File: src/lbcs_pkg.sv
// Shared types, codes and timing constants of the LED blink-code sequencer.
package lbcs_pkg;

	localparam int CODE_DIGITS = 10;
	localparam int DIGITS_W    = 4 * CODE_DIGITS;
	localparam int CFG_IDX_W   = 3;
	localparam int CFG_DATA_W  = DIGITS_W;
	localparam int LEN_W       = 16;

	localparam logic [CFG_IDX_W-1:0] REG_DIGIT_VALUES = 3'd0;
	localparam logic [CFG_IDX_W-1:0] REG_FIRST_DIGIT  = 3'd1;
	localparam logic [CFG_IDX_W-1:0] REG_NEGATIVE     = 3'd2;
	localparam logic [CFG_IDX_W-1:0] REG_REPEAT_COUNT = 3'd3;
	localparam logic [CFG_IDX_W-1:0] REG_BRIGHT_LEVEL = 3'd4;
	localparam logic [CFG_IDX_W-1:0] REG_DIM_LEVEL    = 3'd5;
	localparam logic [CFG_IDX_W-1:0] REG_PWM_TOP      = 3'd6;

	localparam logic [LEN_W-1:0] T_VERY_SHORT     = 16'd60;
	localparam logic [LEN_W-1:0] T_SHORT          = 16'd300;
	localparam logic [LEN_W-1:0] T_SIGN           = 16'd2400;
	localparam logic [LEN_W-1:0] T_BETWEEN_BLINKS = 16'd300;
	localparam logic [LEN_W-1:0] T_BETWEEN_DIGITS = 16'd1200;
	localparam logic [LEN_W-1:0] T_BETWEEN_CODES  = 16'd3000;

	localparam logic [3:0] PH_CODE_IDLE      = 4'd0;
	localparam logic [3:0] PH_CODE_START     = 4'd1;
	localparam logic [3:0] PH_CODE_SIGN_ON   = 4'd2;
	localparam logic [3:0] PH_CODE_SIGN_OFF  = 4'd3;
	localparam logic [3:0] PH_CODE_READ      = 4'd4;
	localparam logic [3:0] PH_CODE_BLINK_ON  = 4'd5;
	localparam logic [3:0] PH_CODE_BLINK_OFF = 4'd6;
	localparam logic [3:0] PH_CODE_END       = 4'd7;
	localparam logic [3:0] PH_CODE_FINAL     = 4'd8;
	localparam logic [3:0] PH_CODE_REPEAT    = 4'd9;

	localparam logic OP_TICK  = 1'b0;
	localparam logic OP_START = 1'b1;

	typedef enum logic [9:0] {
		PH_IDLE      = 10'b0000000001,
		PH_START     = 10'b0000000010,
		PH_SIGN_ON   = 10'b0000000100,
		PH_SIGN_OFF  = 10'b0000001000,
		PH_READ      = 10'b0000010000,
		PH_BLINK_ON  = 10'b0000100000,
		PH_BLINK_OFF = 10'b0001000000,
		PH_END       = 10'b0010000000,
		PH_FINAL     = 10'b0100000000,
		PH_REPEAT    = 10'b1000000000
	} phase_t;

	typedef struct packed {
		logic [DIGITS_W-1:0] digit_values;
		logic [3:0]          first_digit;
		logic                negative;
		logic [7:0]          repeat_count;
		logic [7:0]          bright_level;
		logic [7:0]          dim_level;
		logic [7:0]          pwm_top;
	} cfg_t;

	function automatic logic [3:0] phase_code(phase_t p);
		logic [3:0] c;
		case (p)
			PH_IDLE:      c = PH_CODE_IDLE;
			PH_START:     c = PH_CODE_START;
			PH_SIGN_ON:   c = PH_CODE_SIGN_ON;
			PH_SIGN_OFF:  c = PH_CODE_SIGN_OFF;
			PH_READ:      c = PH_CODE_READ;
			PH_BLINK_ON:  c = PH_CODE_BLINK_ON;
			PH_BLINK_OFF: c = PH_CODE_BLINK_OFF;
			PH_END:       c = PH_CODE_END;
			PH_FINAL:     c = PH_CODE_FINAL;
			PH_REPEAT:    c = PH_CODE_REPEAT;
			default:      c = PH_CODE_IDLE;
		endcase
		return c;
	endfunction

endpackage

File: src/lbcs_engine.sv
// Blink-code sequencer state: phase machine, PWM counter, digit and repeat counts.
module lbcs_engine #(
	parameter int NUM_DIGITS = 10
) (
	input  logic                  clk,
	input  logic                  arst_n,
	input  logic                  item_valid,
	input  logic                  operation,
	input  logic [31:0]           now_ms,
	input  lbcs_pkg::cfg_t        cfg,
	output logic                  led_nxt,
	output logic                  busy_nxt,
	output logic [3:0]            phase_nxt_code
);
	import lbcs_pkg::*;

	localparam int DIDX_W = ($clog2(NUM_DIGITS + 1) > 4) ? $clog2(NUM_DIGITS + 1) : 4;
	localparam int IDX_W  = (NUM_DIGITS > 1) ? $clog2(NUM_DIGITS) : 1;

	phase_t             phase_q, phase_n;
	logic [31:0]        start_q, start_n;
	logic [LEN_W-1:0]   len_q, len_n;
	logic [7:0]         pwm_q, pwm_n;
	logic [DIDX_W-1:0]  didx_q, didx_n;
	logic [7:0]         reps_q, reps_n;
	logic               led_q, led_n;
	logic [4:0]         blinks_q [NUM_DIGITS];
	logic [4:0]         load_val [NUM_DIGITS];

	logic               load_code;
	logic               dec_blink;
	logic               in_range;
	logic [4:0]         cur_blinks;
	logic [4:0]         dec_val;
	logic               at_bright;
	logic               at_dim;
	logic               elapsed;
	logic [31:0]        delta;

	for (genvar d = 0; d < NUM_DIGITS; d++) begin : g_load
		if (d < CODE_DIGITS) begin : g_nib
			assign load_val[d] = {1'b0, cfg.digit_values[4*d +: 4]};
		end else begin : g_zero
			assign load_val[d] = '0;
		end
	end

	assign in_range   = didx_q < DIDX_W'(NUM_DIGITS);
	assign cur_blinks = in_range ? blinks_q[didx_q[IDX_W-1:0]] : '0;
	assign dec_val    = (cur_blinks != '0) ? cur_blinks - 5'd1 : cur_blinks;
	assign at_bright  = pwm_q == cfg.bright_level;
	assign at_dim     = pwm_q == cfg.dim_level;
	assign delta      = now_ms - start_q;
	// A zero start mark in the start phase is replaced by now, so the phase cannot end yet.
	assign elapsed    = at_bright && (delta > {16'd0, len_q}) &&
		!(phase_q == PH_START && start_q == '0);

	always_comb begin
		phase_n   = phase_q;
		start_n   = start_q;
		len_n     = len_q;
		pwm_n     = pwm_q;
		didx_n    = didx_q;
		reps_n    = reps_q;
		led_n     = led_q;
		load_code = 1'b0;
		dec_blink = 1'b0;
		if (operation == OP_START) begin
			load_code = 1'b1;
			didx_n    = DIDX_W'(cfg.first_digit);
			phase_n   = PH_START;
			len_n     = T_BETWEEN_DIGITS;
			reps_n    = cfg.repeat_count;
			start_n   = '0;
		end else begin
			if (pwm_q == 8'd0 && phase_q == PH_IDLE)
				led_n = 1'b0;
			if (phase_q != PH_IDLE && pwm_q == 8'd0 && len_q != T_VERY_SHORT &&
				phase_q != PH_REPEAT && phase_q != PH_FINAL)
				led_n = 1'b1;
			case (phase_q)
				PH_START: begin
					if (start_q == '0)
						start_n = now_ms;
					if (at_dim)
						led_n = 1'b0;
					if (elapsed) begin
						if (cfg.negative) begin
							phase_n = PH_SIGN_ON;
							len_n   = T_SIGN;
						end else begin
							phase_n = PH_READ;
						end
						start_n = now_ms;
					end
				end
				PH_SIGN_ON: begin
					if (at_bright)
						led_n = 1'b0;
					if (elapsed) begin
						phase_n = PH_SIGN_OFF;
						len_n   = T_SIGN;
						start_n = now_ms;
					end
				end
				PH_SIGN_OFF: begin
					if (at_dim)
						led_n = 1'b0;
					if (elapsed) begin
						phase_n = PH_READ;
						len_n   = T_BETWEEN_DIGITS;
						start_n = now_ms;
					end
				end
				PH_READ: begin
					if (!in_range) begin
						if (reps_q != 8'd0)
							reps_n = reps_q - 8'd1;
						phase_n = PH_END;
						len_n   = T_BETWEEN_DIGITS;
					end else begin
						len_n   = (cur_blinks == '0) ? T_VERY_SHORT : T_SHORT;
						phase_n = PH_BLINK_ON;
					end
					start_n = now_ms;
				end
				PH_BLINK_ON: begin
					if (at_bright)
						led_n = 1'b0;
					if (elapsed && in_range) begin
						phase_n   = PH_BLINK_OFF;
						start_n   = now_ms;
						dec_blink = 1'b1;
						len_n     = (dec_val != '0) ? T_BETWEEN_BLINKS : T_BETWEEN_DIGITS;
					end
				end
				PH_BLINK_OFF: begin
					if (at_dim)
						led_n = 1'b0;
					if (elapsed) begin
						if (in_range && cur_blinks != '0) begin
							phase_n = PH_BLINK_ON;
							len_n   = T_SHORT;
						end else begin
							if (in_range)
								didx_n = didx_q + DIDX_W'(1);
							phase_n = PH_READ;
						end
						start_n = now_ms;
					end
				end
				PH_END: begin
					if (at_dim)
						led_n = 1'b0;
					if (elapsed) begin
						if (reps_q == 8'd0) begin
							phase_n = PH_FINAL;
							len_n   = T_BETWEEN_DIGITS;
						end else begin
							phase_n = PH_REPEAT;
							len_n   = T_BETWEEN_CODES;
						end
						start_n = now_ms;
					end
				end
				PH_FINAL: begin
					if (elapsed) begin
						phase_n = PH_IDLE;
						start_n = now_ms;
					end
				end
				PH_REPEAT: begin
					if (elapsed) begin
						load_code = 1'b1;
						didx_n    = DIDX_W'(cfg.first_digit);
						phase_n   = PH_START;
						len_n     = T_BETWEEN_DIGITS;
						start_n   = now_ms;
					end
				end
				default: begin
				end
			endcase
			pwm_n = (pwm_q > cfg.pwm_top) ? 8'd0 : pwm_q + 8'd1;
		end
	end

	always_ff @(posedge clk or negedge arst_n) begin
		if (!arst_n) begin
			phase_q <= PH_IDLE;
			start_q <= '0;
			len_q   <= '0;
			pwm_q   <= '0;
			didx_q  <= '0;
			reps_q  <= '0;
			led_q   <= 1'b0;
			for (int d = 0; d < NUM_DIGITS; d++)
				blinks_q[d] <= '0;
		end else if (item_valid) begin
			phase_q <= phase_n;
			start_q <= start_n;
			len_q   <= len_n;
			pwm_q   <= pwm_n;
			didx_q  <= didx_n;
			reps_q  <= reps_n;
			led_q   <= led_n;
			if (load_code) begin
				for (int d = 0; d < NUM_DIGITS; d++)
					blinks_q[d] <= load_val[d];
			end else if (dec_blink) begin
				blinks_q[didx_q[IDX_W-1:0]] <= dec_val;
			end
		end
	end

	assign led_nxt        = led_n;
	assign busy_nxt       = phase_n != PH_IDLE;
	assign phase_nxt_code = phase_code(phase_n);

	a_start_enters_start: assert property (@(posedge clk) disable iff (!arst_n)
		item_valid && operation == OP_START |=> phase_q == PH_START)
		else $error("start transaction did not enter start phase");

	a_blink_digit_in_range: assert property (@(posedge clk) disable iff (!arst_n)
		(phase_q == PH_BLINK_ON || phase_q == PH_BLINK_OFF) |-> in_range)
		else $error("blinking with digit index past last digit");

	a_hold_without_item: assert property (@(posedge clk) disable iff (!arst_n)
		!item_valid |=> $stable(phase_q) && $stable(pwm_q) && $stable(led_q))
		else $error("state moved without a transaction");

endmodule

File: src/led_blink_code_sequencer.sv
// LED blink-code sequencer top level: stream ports, configuration registers, output register.
// Takes one transaction per clock cycle unless the output side stalls: each tick or start
// command is latched in an input register, the sequencer state is updated from it when the
// output register can advance, and the resulting LED level, busy flag and phase land in
// that output register; one result comes out for every transaction. The path that sets
// the clock is the 32-bit elapsed-time subtract and compare feeding the phase machine.
// Configuration writes take effect at once and are meant to happen while no code is shown.
module led_blink_code_sequencer #(
	parameter int NUM_DIGITS = 10
) (
	input  logic                             clk,
	input  logic                             arst_n,
	input  logic                             s_tvalid,
	output logic                             s_tready,
	input  logic [31:0]                      s_tdata,   // now_ms[31:0]
	input  logic                             s_tuser,   // operation
	output logic                             m_tvalid,
	input  logic                             m_tready,
	output logic [7:0]                       m_tdata,   // led_on, busy_res, phase_now[3:0], 0
	input  logic                             cfg_we,
	input  logic [lbcs_pkg::CFG_IDX_W-1:0]   cfg_index,
	input  logic [lbcs_pkg::CFG_DATA_W-1:0]  cfg_wdata
);
	import lbcs_pkg::*;

	cfg_t        cfg_q;
	logic        valid_s1;
	logic        op_s1;
	logic [31:0] now_s1;
	logic        out_valid_q;
	logic        led_q;
	logic        busy_q;
	logic [3:0]  phase_num_q;
	logic        advance;
	logic        led_nxt;
	logic        busy_nxt;
	logic [3:0]  phase_nxt_code;

	always_ff @(posedge clk or negedge arst_n) begin
		if (!arst_n) begin
			cfg_q.digit_values <= '0;
			cfg_q.first_digit  <= '0;
			cfg_q.negative     <= 1'b0;
			cfg_q.repeat_count <= 8'd1;
			cfg_q.bright_level <= 8'd200;
			cfg_q.dim_level    <= 8'd10;
			cfg_q.pwm_top      <= 8'd253;
		end else if (cfg_we) begin
			case (cfg_index)
				REG_DIGIT_VALUES: cfg_q.digit_values <= cfg_wdata[DIGITS_W-1:0];
				REG_FIRST_DIGIT:  cfg_q.first_digit  <= cfg_wdata[3:0];
				REG_NEGATIVE:     cfg_q.negative     <= cfg_wdata[0];
				REG_REPEAT_COUNT: cfg_q.repeat_count <= cfg_wdata[7:0];
				REG_BRIGHT_LEVEL: cfg_q.bright_level <= cfg_wdata[7:0];
				REG_DIM_LEVEL:    cfg_q.dim_level    <= cfg_wdata[7:0];
				REG_PWM_TOP:      cfg_q.pwm_top      <= cfg_wdata[7:0];
				default: begin
				end
			endcase
		end
	end

	assign advance  = !out_valid_q || m_tready;
	assign s_tready = !valid_s1 || advance;

	always_ff @(posedge clk or negedge arst_n) begin
		if (!arst_n) begin
			valid_s1    <= 1'b0;
			out_valid_q <= 1'b0;
		end else begin
			if (s_tready)
				valid_s1 <= s_tvalid;
			if (advance)
				out_valid_q <= valid_s1;
		end
	end

	always_ff @(posedge clk) begin
		if (s_tvalid && s_tready) begin
			op_s1  <= s_tuser;
			now_s1 <= s_tdata;
		end
		if (valid_s1 && advance) begin
			led_q       <= led_nxt;
			busy_q      <= busy_nxt;
			phase_num_q <= phase_nxt_code;
		end
	end

	lbcs_engine #(
		.NUM_DIGITS(NUM_DIGITS)
	) u_engine (
		.clk            (clk),
		.arst_n         (arst_n),
		.item_valid     (valid_s1 && advance),
		.operation      (op_s1),
		.now_ms         (now_s1),
		.cfg            (cfg_q),
		.led_nxt        (led_nxt),
		.busy_nxt       (busy_nxt),
		.phase_nxt_code (phase_nxt_code)
	);

	assign m_tvalid = out_valid_q;
	assign m_tdata  = {2'b00, phase_num_q, busy_q, led_q};

	a_stall_blocks_input: assert property (@(posedge clk) disable iff (!arst_n)
		valid_s1 && out_valid_q && !m_tready |-> !s_tready)
		else $error("input taken while both stages are stalled");

	a_item_reaches_output: assert property (@(posedge clk) disable iff (!arst_n)
		valid_s1 && advance |=> m_tvalid)
		else $error("processed transaction produced no result");

	a_busy_matches_phase: assert property (@(posedge clk) disable iff (!arst_n)
		m_tvalid |-> (m_tdata[1] == (m_tdata[5:2] != PH_CODE_IDLE)))
		else $error("busy flag disagrees with phase");

endmodule
File: config.mk
export PLATFORM = sky130hd
export DESIGN_NAME = led_blink_code_sequencer
export DESIGN_NICKNAME = d
export VERILOG_FILES = /design/src/lbcs_pkg.sv /design/src/lbcs_engine.sv /design/src/led_blink_code_sequencer.sv
export SDC_FILE = /design/constraint.sdc
export NUM_CORES = 1
export LEC_CHECK = 0
export CAP_MARGIN = 25
export CELL_PAD_IN_SITES_DETAIL_PLACEMENT = 1
export CELL_PAD_IN_SITES_GLOBAL_PLACEMENT = 1
export CORE_AREA = 2 2 188 226
export CTS_CLUSTER_SIZE = 20
export DETAILED_ROUTE_END_ITERATION = 16
export DIE_AREA = 0 0 190 228
export DONT_BUFFER_PORTS = 1
export PLACE_DENSITY = 0.59
export SLEW_MARGIN = 20
export SYNTH_ARGS = -nofsm -noshare
export SYNTH_HDL_FRONTEND = slang
export SYNTH_SLANG_ARGS = --single-unit
File: constraint.sdc
create_clock -name clk -period 6.67 [get_ports clk]
set_input_delay 0.3335 -clock clk [delete_from_list [all_inputs] [get_ports clk]]
set_output_delay 0.3335 -clock clk [all_outputs]
set_load 0.1 [all_outputs]
# ---- After elaboration in Yosys (flattened, before gate mapping)
# Index checks and enable logic that the tools add are counted.
dict set report totals {
  reg_bits 247
  out_inout_bits 10
  wordCells 206
}
dict set report op_classes {
  add_sub_neg 5
  n_lt_le_gt_ge 5
  n_eq_ne 46
  mux 68
  bitwise 2
  n_reduce_logical 49
}
# operator count
set op_table {}
lappend op_table {{$mux 16} 10}
lappend op_table {{$mux 32} 5}
lappend op_table {{$pmux 32 s4} 1}
lappend op_table {{$pmux 16 s7} 1}
lappend op_table {{$mux 10} 10}
lappend op_table {{$mux 50} 2}
lappend op_table {{$pmux 10 s9} 1}
lappend op_table {{$bwmux 50} 1}
lappend op_table {{$mux 8} 6}
lappend op_table {{$pmux 4 s9} 1}
lappend op_table {{$gt 32x16->1} 1}
lappend op_table {{$logic_not 32->1} 1}
lappend op_table {{$sub 32x32->32} 1}
lappend op_table {{$mux 5} 6}
lappend op_table {{$ne 3x2->1 const B} 8}
lappend op_table {{$bmux 5 s4} 1}
lappend op_table {{$demux 5 s4} 1}
lappend op_table {{$eq 10x10->1 const B} 2}
lappend op_table {{$eq 10x2->1 const B} 2}
lappend op_table {{$eq 10x3->1 const B} 2}
lappend op_table {{$eq 10x4->1 const B} 2}
lappend op_table {{$eq 10x5->1 const B} 2}
lappend op_table {{$eq 10x6->1 const B} 2}
lappend op_table {{$eq 10x7->1 const B} 2}
lappend op_table {{51 further kinds} 104}

# ---- Logic depth before layout (Yosys ltp)
# Gate-level depths: netlist (run 1).
dict set report depth {
  ltp_word 13
  mapped_depth 25
  ltp_nobuf 22
}

# ---- By module
# From an unflattened synthesis (run 1), not the netlist that was laid out.
dict set report hier_totals {
  hier_cells 1499
  hier_area_um2 14546.5
}
# module instances cells_per_inst area_each_um2
set by_module_without_submodules {}
lappend by_module_without_submodules {lbcs_engine 1 1278 10199.8}
lappend by_module_without_submodules {led_blink_code_sequencer 1 221 4346.7}

# ---- Least setup slack after synthesis (run 1)
# OpenSTA, ideal clock, no wires.
dict set report synth_timing {
  path_type {register -> register}
  start {register u_engine.start_q[0]}
  end {register phase_num_q[1] (data pin)}
  t_arrival_ns 4.747
  t_required_ns 6.486
  setup_slack_ns 1.739
  path_stages_with_launch 21
  cell_sequence {dfrtp_1 ha_1 fa_1 nor2b_1 o2111ai_1 a21oi_1 nor2b_1 xnor2_1 ha_1 nor2b_1 o21ai_0 o2111ai_1 a211oi_1 nand4_1 nor4_2 nand4_4 o31ai_4 a2bb2oi_2 or4_4 or3_4 a2111oi_4}
}
dict set report synth_between {
  elab_chain_cells 10
}
# item line
set synth_rtl {}
lappend synth_rtl {{start, declared} lbcs_engine.sv:21} ;# logic [31:0] start_q, start_n;
lappend synth_rtl {{start signal, assigned} lbcs_engine.sv:201} ;# start_q <= start_n;
lappend synth_rtl {{$sub 32x32->32 / $logic_not 32->1 (equally long branches)} {lbcs_engine.sv:53, lbcs_engine.sv:56}}
lappend synth_rtl {{$gt 32x16->1 / $logic_and 1x1->1 (equally long branches)} {lbcs_engine.sv:55, lbcs_engine.sv:56}}
lappend synth_rtl {{$logic_and 1x1->1 / $logic_not 1->1 (equally long branches)} {lbcs_engine.sv:55, lbcs_engine.sv:56}}
lappend synth_rtl {{$logic_and 1x1->1 (*)} lbcs_engine.sv:55} ;# assign elapsed = at_bright && (delta > {16'd0, len_q}) &&
lappend synth_rtl {{$logic_and 1x1->1} lbcs_engine.sv:130} ;# if (elapsed && in_range) begin
lappend synth_rtl {{$mux 10} lbcs_engine.sv:130}
lappend synth_rtl {{$pmux 10 s9 (*)} lbcs_engine.sv:81} ;# case (phase_q)
lappend synth_rtl {{$mux 10 (*)} lbcs_engine.sv:68} ;# if (operation == OP_START) begin
lappend synth_rtl {{$eq 10x10->1, or another cell as far along} lbcs_pkg.sv:64} ;# case (p)
lappend synth_rtl {{$pmux 4 s9 (*)} lbcs_pkg.sv:64}
lappend synth_rtl {{end signal, assigned} led_blink_code_sequencer.sv:86} ;# phase_num_q <= phase_nxt_code;
lappend synth_rtl {{end, declared} led_blink_code_sequencer.sv:33} ;# logic [3:0] phase_num_q;
# Every way passes the cells marked *; elsewhere a longest branch is shown, timed or not.
# A chain may end at the register's enable or synchronous reset.

# ---- Worst setup path in the final report (run 1)
dict set report layout_timing {
  start {register u_engine.start_q[0]}
  end {register u_engine.start_q[0]}
}
dict set report layout_between {
  elab_chain_cells 7
}
# item line
set layout_rtl {}
lappend layout_rtl {{$sub 32x32->32 / $logic_not 32->1 (equally long branches)} {lbcs_engine.sv:53, lbcs_engine.sv:56, lbcs_engine.sv:83}}
lappend layout_rtl {{$gt 32x16->1 / $logic_and 1x1->1 (equally long branches)} {lbcs_engine.sv:55, lbcs_engine.sv:56}}
lappend layout_rtl {{$logic_and 1x1->1 / $logic_not 1->1 (equally long branches)} {lbcs_engine.sv:55, lbcs_engine.sv:56}}
lappend layout_rtl {{$logic_and 1x1->1} lbcs_engine.sv:55}
lappend layout_rtl {{$mux 32 / $logic_and 1x1->1 (equally long branches)} {lbcs_engine.sv:87, lbcs_engine.sv:130}}
lappend layout_rtl {{$pmux 32 s4 / $ne 3x2->1 (equally long branches)} --}
lappend layout_rtl {{$mux 32 / $reduce_and 5->1 (equally long branches)} --}
# Parallel ways exist; a longest one is shown, timed or not.

==> results of run 1 <==
area by class of cell:
type | count | share of cell area (%)
well taps | 546 | 4.11
multi-input cells | 1065 | 44.8
inverters | 85 | 1.92
diodes | 2 | 0.0301
clock inverters | 4 | 0.226
flip-flops and latches | 241 | 37.6
repair buffers | 94 | 5.71
clock buffers | 50 | 5.64
worst min path at each step:
stage | cells past startpoint | from | to | slack, ns
floorplan | 0 | arst_n | cfg_q[10]$_DFFE_PN0P_ | 0.04
global placement | 0 | arst_n | u_engine.start_q[17]$_DFFE_PN0P_ | 0.05
detailed placement | 0 | arst_n | u_engine.start_q[19]$_DFFE_PN0P_ | 0.05
CTS | 2 | cfg_index[0] | cfg_q[32]$_DFFE_PN0P_ | 0.006
global route | 2 | cfg_index[0] | cfg_q[32]$_DFFE_PN0P_ | 0.02
finish | 2 | cfg_index[0] | cfg_q[32]$_DFFE_PN0P_ | 0.04
registers in the layout (all words and copies together), names as in the netlist:
signal,count
cfg_q,77
u_engine.blinks_q,50
now_s1,32
u_engine.start_q,32
u_engine.len_q,10
u_engine.phase_q,10
u_engine.pwm_q,8
u_engine.reps_q,8
phase_num_q,4
u_engine.didx_q,4
busy_q,1
led_q,1
m_tvalid,1
op_s1,1
u_engine.led_q,1
valid_s1,1
worst max-delay path, cell delays in order (launching register included):
cell       delay, ns
dfrtp_1         0.40
ha_1            0.21
fa_1            0.41
nor2b_1         0.18
o2111ai_1       0.27
a21oi_1         0.33
nor2b_1         0.09
xnor2_1         0.18
ha_1            0.27
nor2b_1         0.13
o21ai_0         0.17
o2111ai_1       0.14
a211oi_1        0.26
nand4_1         0.14
nor4_2          0.36
nand4_4         0.37
nand2_1         0.34
a21oi_1         0.06
o21ai_0         0.45
a21oi_4         0.29
buf_4           0.34
mux2_2          0.31
logic make-up (layout without fill, tap and decap cells):
group / after synthesis / count (layout) / share of synthesized area, %
and+or+nand+nor: 458 / 458 / 16.3
muxes: 148 / 148 / 12.1
buffers and inverters: 156 / 233 / 4.36
AOI/OAI and AO/OA: 353 / 353 / 15.4
other: 1 / 4 / 0.0264
adders and majority gates: 59 / 59 / 5.24
DFF: 241 / 241 / 43.9
xor gates and xnor gates: 45 / 45 / 2.77
power groups by stage:
| stage | clock [µW] | sequential, µW | combinational, µW |
|---|---|---|---|
| floorplan | 0 | 2070 | 2060 |
| global placement | 0 | 2250 | 2680 |
| detailed placement | 0 | 2260 | 2730 |
| CTS | 1650 | 2240 | 2820 |
| global route | 1710 | 2290 | 3120 |
| finish | 1600 | 2230 | 2810 |
placed cells by master (no fill, tap or decap), drive strengths merged, types with 19 or more instances in the layout:
master	n
mux2i	48
nand2b	19
dlygate4sd3	76
edfxtp	39
a21oi	113
xor2	31
nor3	28
nand4	22
nand3	62
clkbuf	52
nor2	99
o22ai	20
inv	86
nand2	126
mux2	90
ha	58
o21ai	102
nor4	23
dfrtp	188
routing by layer:
metal / up-vias / track usage [%] / wire [µm]
met5: - / 0 / 0
met4: 0 / 6.76 / 1340
met3: 69 / 2.77 / 1370
met2: 169 / 36.2 / 21900
met1: 5581 / 22.6 / 17100
li1: 5387 / - / -
per-stage QoR:
stage / worst slack (ns) / std cells / hold slack [ns] / total power [µW]
after floorplan: 1.74 / 1462 / 0.0379 / 4140
after global placement: 1.13 / 1950 / 0.0455 / 4930
after detailed placement: 0.856 / 1950 / 0.0486 / 4990
after CTS: 0.795 / 2081 / 0.00584 / 6720
after global routing: 0.340 / 2087 / 0.0226 / 7120
final: 0.851 / 2087 / 0.0384 / 6640
==> flow_summary.json, run 1 <==
{
  "p_clk_share_pct": 24.1,
  "yosysTopAreaCellShare_pct": 33.1,
  "routedWlPerCell_um": 20.0,
  "clockBufferDepth": 3,
  "synth_ff_type": "dfrtp_1",
  "num_rows": 82,
  "synth_edf_count": 39,
  "utilization_pct": 40.2,
  "routed_wl_mm": 41.8,
  "regArea_mm2": 0.00624,
  "dp_hpwl_mm": 29.5,
  "cts_resized": 0,
  "nets": 1656,
  "outcome": "complete, no violations",
  "power.switching_uw": 2740,
  "syn_area_mm2": 0.0142,
  "synth_cell_types": 84,
  "cts.sink_count": 241,
  "antenna_found_initial": 2,
  "multi_input_area_mm2": 0.00743,
  "yosysMostFrequentCell": "dfrtp_1",
  "async_flop_share_pct": 83.8,
  "reg2reg_depth": 21,
  "synth.largest_area_cell": "dfrtp_1",
  "cts_buffers": 29,
  "worst_setup_path_end_kind": "flop",
  "die_h_um": 228,
  "finalHoldViolCount": 0,
  "stdcell_area_mm2": 0.0166,
  "gp_congestion": 0.873,
  "fillers": 4597,
  "die_w_um": 190,
  "drive_gt1_share_pct": 13.5,
  "cts_tree": "yes",
  "hold_buffers": 77,
  "coreArea_mm2": 0.0413,
  "ff2ff_setup_slack_ns": 0.85,
  "finalMaxSlewViolations": 0,
  "grt_pass1_vias": 12172,
  "htree_levels": 1,
  "pwr-share-seq_pct": 33.6,
  "grt_max_degree": 203,
  "min-delay-path-class": "input pin to flop",
  "powerDensity_mw_per_mm2": 400,
  "critPathLaunch": "u_engine.start_q[0]$_DFFE_PN0P_",
  "rsz0062_at_grt": "no",
  "ir_drop_v": 0.000236,
  "p_int_uw": 3900,
  "ys_warn_count": 0,
  "clockRootBuffer": "clkbuf_16",
  "cp_max_fo": 19,
  "grt_pass1_wl_mm": 67.3,
  "fmax_mhz": 172,
  "vias_per_cell": 5.37,
  "switching_share_pct": 41.3,
  "area_delta_synth_final_pct": 16.7,
  "setup_viol": 0,
  "maxCapViolCount": 0,
  "vias": 11206,
  "fin_crit_ns": 5.82,
  "skew_ns": 0.0167,
  "leakagePower_uw": 0.00682,
  "die_area_mm2": 0.0433,
  "ys_seq_area_share_pct": 43.9,
  "fin_crit_sh_pct": 87.2,
  "crit_path_end": "u_engine.start_q[0]$_DFFE_PN0P_",
  "grt_usage_pct": 19.5,
  "crit_arrival_ns": 6.28,
  "r2r-start": "u_engine.start_q[0]$_DFFE_PN0P_",
  "clk_pin_slew_ns": 0.06,
  "fin_setup_tns_ns": 0,
  "max_slew.worst_pin.slew_ns": 0.982,
  "firstDrtPassIters": 4,
  "syn_inst": 1461,
  "clk_latency_ns": 0.58,
  "drtIter0Drc": 415,
  "r2r-end": "u_engine.start_q[0]$_DFFE_PN0P_",
  "placed_area_mm2": 0.0148,
  "drc_errors": 0,
  "yosys-top-cells-count": "188 x dfrtp_1, 126 x nand2_1, 112 x a21oi_1",
  "synth_area_leaders": "dfrtp_1 33%, edfxtp_1 8.2%, mux2_2 7.1%, ha_1 5.1%, a21oi_1 3.9%",
  "worst_setup_path_start_kind": "flop",
  "postCtsSetupRepairBufs": 0,
  "io_buffers": 0,
  "slew_headroom_pct": 34.7,
  "syn_avg_cell_area_um2": 9.74,
  "grt_remaining_overflow": 0,
  "final_antenna_net_count": 0,
  "ys_seq_elements": 241,
  "ios": 91,
  "pwr-share-comb_pct": 42.3,
  "worstSetupPathType": "flop to flop",
  "start_util_pct": 34.4,
  "required_ns": 7.13
}
No activity file was read; power rests on OpenSTA's default activity.
==> inputs of run 2 (changes only) <==
--- a/config.mk
+++ b/config.mk
@@ -13,7 +13,8 @@
 export DETAILED_ROUTE_END_ITERATION = 16
 export DIE_AREA = 0 0 190 228
 export DONT_BUFFER_PORTS = 1
-export PLACE_DENSITY = 0.59
+export PLACE_DENSITY = 0.68
+export SKIP_CTS_REPAIR_TIMING = 1
 export SLEW_MARGIN = 20
 export SYNTH_ARGS = -nofsm -noshare
 export SYNTH_HDL_FRONTEND = slang
==> constraint.sdc (replaced) <==
create_clock -name clk -period 5.14 [get_ports clk]
set_input_delay 0.257 -clock clk [delete_from_list [all_inputs] [get_ports clk]]
set_output_delay 0.257 -clock clk [all_outputs]
set_load 0.1 [all_outputs]
==> run 2 against run 1 <==
Final cell count up 2.3%. Critical endpoint is now phase_num_q[1]$_SDFFCE_PN0P_. Total power up 35%. Combinational power up 41%. Sequential share of layout area down 1.2 points.
==> flow_summary.json, run 2 (synthesis gave the netlist of run 1 again) <==
{
  "dp.cells": 1992,
  "setup_viol": 0,
  "drt-met1-wl_mm": 17.4,
  "fin_crit_sh_pct": 98.4,
  "holdCritStartpoint": "cfg_index[1]",
  "final_antenna_net_count": 0,
  "cts_tree": "yes",
  "dp_hpwl_mm": 30.1,
  "fmax_mhz": 198,
  "max_slew.worst_pin.slew_ns": 1.24,
  "largest_reg_flops": 77,
  "slowest_stage": "or4_4",
  "top_layer_used": "met5",
  "crit_top_cell": "nand4_1",
  "reg.largest.list": "cfg_q x77, u_engine.blinks_q x50",
  "outcome": "complete, no violations",
  "rsz0062_at_grt": "yes",
  "powerDensity_mw_per_mm2": 525,
  "dr_wl_met3_mm": 1.22,
  "grt_pass1_vias": 12313,
  "crit_chain": "ha_4, fa_2, nor2b_4, o2111ai_4, a21oi_2, nor2b_1, xnor2_1, ha_1, nand4_1, nor2_1, buf_4, nand2_1, a211oi_2, nand4_1, nor4_4, nand4_4, a31oi_4, nor3_2, or4_4, or3_4, a2111oi_4",
  "slew_headroom_pct": 17.1,
  "r2r-start": "u_engine.start_q[0]$_DFFE_PN0P_",
  "final_common_cell": "dfrtp_1",
  "worst_setup_path_end_kind": "flop",
  "nets": 1702,
  "worst_setup_path_start_kind": "flop",
  "fin_crit_ns": 5.06,
  "grt_remaining_overflow": 0,
  "worstSetupPathType": "flop to flop",
  "routed_wl_mm": 43.0,
  "required_ns": 5.55,
  "drtIter0Drc": 465,
  "die_w_um": 190,
  "clk_latency_ns": 0.60,
  "fillers": 4620,
  "htree_levels": 1,
  "routedWlPerCell_um": 20.1,
  "final_cell_count_no_fill": 2134,
  "r2r-end": "phase_num_q[1]$_SDFFCE_PN0P_",
  "gp_congestion": 0.867,
  "ir_drop_v": 0.000330,
  "grt_usage_pct": 19.3,
  "clockRootBuffer": "clkbuf_16",
  "firstDrtPassIters": 4,
  "coreArea_mm2": 0.0413,
  "maxCapViolCount": 0,
  "ios": 91,
  "vias_per_cell": 5.42,
  "clockBufferDepth": 3,
  "mostFrequentLayoutCells": "188 x dfrtp_1, 125 x nand2_1, 108 x a21oi_1, 99 x nor2_1, 90 x mux2_2",
  "finalMaxSlewViolations": 0,
  "max_stage_delay_ns": 0.59,
  "drive_gt1_share_pct": 17.6,
  "start_util_pct": 34.4,
  "wl_met2_mm": 23.1,
  "drc_errors": 0,
  "finalHoldViolCount": 0,
  "clk_pin_slew_ns": 0.06,
  "cts.sink_count": 241,
  "crit_arrival_ns": 5.47,
  "leakagePower_uw": 0.00707,
  "vias": 11566,
  "ff2ff_setup_slack_ns": 0.08,
  "num_rows": 82,
  "antenna_found_initial": 4,
  "skew_ns": 0.0317,
  "min-delay-path-class": "input pin to flop",
  "hold-path-endpoint": "cfg_q[36]$_DFFE_PN0P_",
  "grt_pass1_wl_mm": 67.4,
  "cp_max_fo": 7,
  "finalWorstSetupSlack_ns": 0.0799,
  "whs_path_depth": 2,
  "die_h_um": 228,
  "io_buffers": 0,
  "die_area_mm2": 0.0433,
  "largest-register": "cfg_q",
  "cts_buffers": 29,
  "grt_max_degree": 203,
  "post-place-ws_ns": -0.207,
  "reg2reg_depth": 21,
  "area_delta_synth_final_pct": 20.4
}
[run 2: cell types whose count changed in the layout (fill, tap and decap cells not counted), moves of 3 or more]
cell           delta
buf_4            +41
a21boi_0          -3
clkbuf_1          -5
ha_1              -4
clkbuf_8          -5
clkinv_2          +3
dlygate4sd3_1     +3
a21oi_2           +3
[run 2: power breakdown]
group          internal (µW)  switching (µW)  total, µW
Clock                   1240             887       2130
Sequential              2430             459       2890
Combinational           1590            2380       3970
[run 2: final cells by class]
type / count / area (µm²) / share of cell area [%]
multi-input cells: 1066 / 7580 / 44.3
flip-flops and latches: 241 / 6240 / 36.4
repair buffers: 139 / 1310 / 7.62
clock buffers: 42 / 877 / 5.12
well taps: 546 / 683 / 3.99
inverters: 85 / 319 / 1.86
clock inverters: 12 / 113 / 0.657
diodes: 3 / 7.51 / 0.0438
[run 2: critical path, delay by kind of cell, from the launching register on]
kind | cells | cell delay [ns]
buffers and inverters | 1 | 0.12
AND/OR/NAND/NOR | 11 | 2.23
adder cells (fa/ha/maj) | 3 | 0.89
flip-flops | 1 | 0.41
XOR/XNOR | 1 | 0.13
AO/OA/AOI/OAI | 5 | 1.08
[run 2: worst max-delay path by stage]
stage,start,end,slack (ns),cells after the start
finish,u_engine.start_q[0]$_DFFE_PN0P_,phase_num_q[1]$_SDFFCE_PN0P_,0.08,21
detailed placement,u_engine.start_q[0]$_DFFE_PN0P_,phase_num_q[1]$_SDFFCE_PN0P_,-0.21,20
floorplan,u_engine.start_q[0]$_DFFE_PN0P_,phase_num_q[1]$_SDFFCE_PN0P_,0.21,20
global placement,now_s1[0]$_DFFE_PP_,phase_num_q[1]$_SDFFCE_PN0P_,-0.02,21
CTS,u_engine.start_q[0]$_DFFE_PN0P_,phase_num_q[1]$_SDFFCE_PN0P_,-0.25,20
global route,u_engine.start_q[2]$_DFFE_PN0P_,phase_num_q[1]$_SDFFCE_PN0P_,-0.18,21
[run 2: through the flow]
stage,utilization (%),total power (µW),area [µm²],hold WS [ns],setup TNS (ns)
after global routing,41.4,9580,17100,0.00401,-1.85
after detailed placement,36.5,6650,15100,-0.0279,-1.11
after floorplan,-,5370,14200,-0.0386,0
after CTS,38.9,8840,16100,-0.660,-4.43
final,41.4,8990,17100,0.00948,0
after global placement,36.5,6500,15100,-0.0311,-0.0216
[run 2: metal layers]
metal,global-route usage [%],up-vias
li1,-,5488
met4,6.10,2
met2,36.6,153
met1,22.0,5845
met5,0,-
met3,2.97,78
==> inputs of run 3 (changes only) <==
--- a/config.mk
+++ b/config.mk
@@ -8,12 +8,12 @@
 export CAP_MARGIN = 25
 export CELL_PAD_IN_SITES_DETAIL_PLACEMENT = 1
 export CELL_PAD_IN_SITES_GLOBAL_PLACEMENT = 1
-export CORE_AREA = 2 2 188 226
+export CORE_AREA = 2 2 166 200
 export CTS_CLUSTER_SIZE = 20
 export DETAILED_ROUTE_END_ITERATION = 16
-export DIE_AREA = 0 0 190 228
+export DIE_AREA = 0 0 168 202
 export DONT_BUFFER_PORTS = 1
-export PLACE_DENSITY = 0.68
+export PLACE_DENSITY = 0.82
 export SKIP_CTS_REPAIR_TIMING = 1
 export SLEW_MARGIN = 20
 export SYNTH_ARGS = -nofsm -noshare
==> run 3 against run 2 <==
Flip-flop and latch count unchanged. Combinational power down 1%. Total power down 0.88%. Final cell count down 7.1%. Count of clock-buffer cells in the layout shrank 6. Sequential share of layout area grew 0.76 points. Highest routed layer is now met4.
==> flow_summary.json, run 3 (synthesis gave the netlist of run 1 again) <==
{
  "reg2reg_depth": 22,
  "max_stage_delay_ns": 0.41,
  "fin_crit_ns": 4.91,
  "firstDrtPassIters": 5,
  "fin_crit_sh_pct": 95.6,
  "power.switching_uw": 3680,
  "clockBufferDepth": 3,
  "finalMaxSlewViolations": 0,
  "worst_setup_path_end_kind": "flop",
  "r2r-start": "u_engine.start_q[5]$_DFFE_PN0P_",
  "antenna_found_initial": 0,
  "stdcell_area_mm2": 0.0168,
  "grt_max_degree": 203,
  "pwr-share-seq_pct": 32.5,
  "reg.largest.list": "cfg_q x77, u_engine.blinks_q x50",
  "drc_errors": 0,
  "ir_drop_v": 0.000334,
  "area_delta_synth_final_pct": 17.9,
  "setup_viol": 0,
  "finalWorstSetupSlack_ns": 0.226,
  "min-delay-path-class": "input pin to flop",
  "grt_remaining_overflow": 0,
  "vias_per_cell": 5.92,
  "grt_usage_pct": 24.2,
  "slew_headroom_pct": 19.2,
  "largest_reg_flops": 77,
  "routedWlPerCell_um": 21.8,
  "clk_latency_ns": 0.57,
  "required_ns": 5.52,
  "die_area_mm2": 0.0339,
  "largest-register": "cfg_q",
  "htree_levels": 1,
  "p_clk_share_pct": 23.4,
  "cts_tree": "yes",
  "outcome": "complete, no violations",
  "die_h_um": 202,
  "vias": 11725,
  "die_w_um": 168,
  "whs_path_depth": 2,
  "cp.buffers_inverters": 2,
  "worst_setup_path_start_kind": "flop",
  "crit_top_cell": "nor2_1",
  "crit_chain": "inv_1, ha_2, nand2_1, nor2_1, a21boi_1, nor2_1, xnor2_1, ha_1, a21oi_1, nor2b_1, o21ai_0, o2111ai_1, a211oi_1, nand4_1, nor4_4, nand4_4, buf_6, o21a_1, or3_1, xnor2_2, nand3_1, a2111oi_4",
  "mostFrequentLayoutCells": "188 x dfrtp_1, 126 x nand2_1, 106 x a21oi_1, 99 x nor2_1, 90 x mux2_2",
  "maxCapViolCount": 0,
  "rsz0062_at_grt": "yes",
  "gp_congestion": 0.901,
  "p_int_uw": 5230,
  "ios": 91,
  "crit_arrival_ns": 5.29,
  "switching_share_pct": 41.3,
  "nets": 1695,
  "final_antenna_net_count": 0,
  "slowest_stage": "or3_1",
  "finalHoldViolCount": 0,
  "grt_pass1_vias": 12260,
  "r2r-end": "phase_num_q[1]$_SDFFCE_PN0P_",
  "placed_area_mm2": 0.0149,
  "coreArea_mm2": 0.0320,
  "worstSetupPathType": "flop to flop",
  "cp_max_fo": 14,
  "grt_pass1_wl_mm": 65.9,
  "clockRootBuffer": "clkbuf_16",
  "hold-path-endpoint": "cfg_q[35]$_DFFE_PN0P_",
  "start_util_pct": 44.5,
  "drtIter0Drc": 567,
  "clk_pin_slew_ns": 0.07,
  "io_buffers": 0,
  "post-place-ws_ns": -0.159,
  "powerDensity_mw_per_mm2": 531,
  "dp.cells": 1853,
  "cts_buffers": 26,
  "cp_top_family": "simple AND/OR/NAND/NOR gates",
  "ff2ff_setup_slack_ns": 0.23,
  "routed_wl_mm": 43.3,
  "diodes": 0,
  "drive_gt1_share_pct": 16.7,
  "holdCritStartpoint": "cfg_index[1]",
  "dp_hpwl_mm": 29.3,
  "final_common_cell": "dfrtp_1",
  "final_cell_count_no_fill": 1982,
  "cts.sink_count": 241,
  "num_rows": 72,
  "pwr-share-comb_pct": 44.1,
  "fmax_mhz": 204,
  "utilization_pct": 52.5,
  "max_slew.worst_pin.slew_ns": 1.21,
  "leakagePower_uw": 0.00702,
  "skew_ns": 0.0332
}
==> run 3: how the worst max path moves through the flow <==
stage                                          startpoint                           end  slack [ns]  cells after the start
after floorplan           u_engine.start_q[0]$_DFFE_PN0P_  phase_num_q[1]$_SDFFCE_PN0P_        0.21                     20
final                     u_engine.start_q[5]$_DFFE_PN0P_  phase_num_q[1]$_SDFFCE_PN0P_        0.23                     22
after global placement                now_s1[0]$_DFFE_PP_  phase_num_q[1]$_SDFFCE_PN0P_        0.02                     21
after CTS                             now_s1[0]$_DFFE_PP_  phase_num_q[1]$_SDFFCE_PN0P_       -0.20                     22
after detailed placement              now_s1[0]$_DFFE_PP_  phase_num_q[1]$_SDFFCE_PN0P_       -0.16                     22
after global routing                  now_s1[0]$_DFFE_PP_  phase_num_q[1]$_SDFFCE_PN0P_       -0.11                     23
==> run 3: power groups by stage <==
stage                     registers (µW)  logic [µW]  clock network, µW
after floorplan                     2690        2680                  0
after global placement              2880        3540                  0
after detailed placement            2910        3690                  0
final                               2900        3930               2090
after CTS                           2890        3740               2100
after global routing                2950        4300               2170
==> run 3: stage by stage <==
| step | hold WS [ns] | TNS [ns] | power (µW) |
|---|---|---|---|
| final | 0.0158 | 0 | 8910 |
| after global routing | 0.0234 | -0.180 | 9420 |
| after CTS | -0.637 | -1.22 | 8730 |
| after detailed placement | -0.0308 | -0.503 | 6600 |
| after global placement | -0.0315 | 0 | 6420 |
| after floorplan | -0.0386 | 0 | 5370 |
==> run 3: final cells by class <==
| cell class | count | area (µm²) |
|---|---|---|
| fillers | 3461 | 15200 |
| multi-input cells | 1066 | 7510 |
| flip-flops and latches | 241 | 6240 |
| inverters | 85 | 319 |
| repair buffers | 135 | 1250 |
| clock buffers | 36 | 759 |
| well taps | 407 | 509 |
| clock inverters | 12 | 189 |
==> run 3: per-layer routing <==
metal	global-route usage (%)	vias to the layer above	wire, µm
li1	-	5448	-
met1	27.7	5917	17200
met2	44.8	257	23100
met3	3.64	103	1480
met4	9.91	0	1540
met5	0	-	0
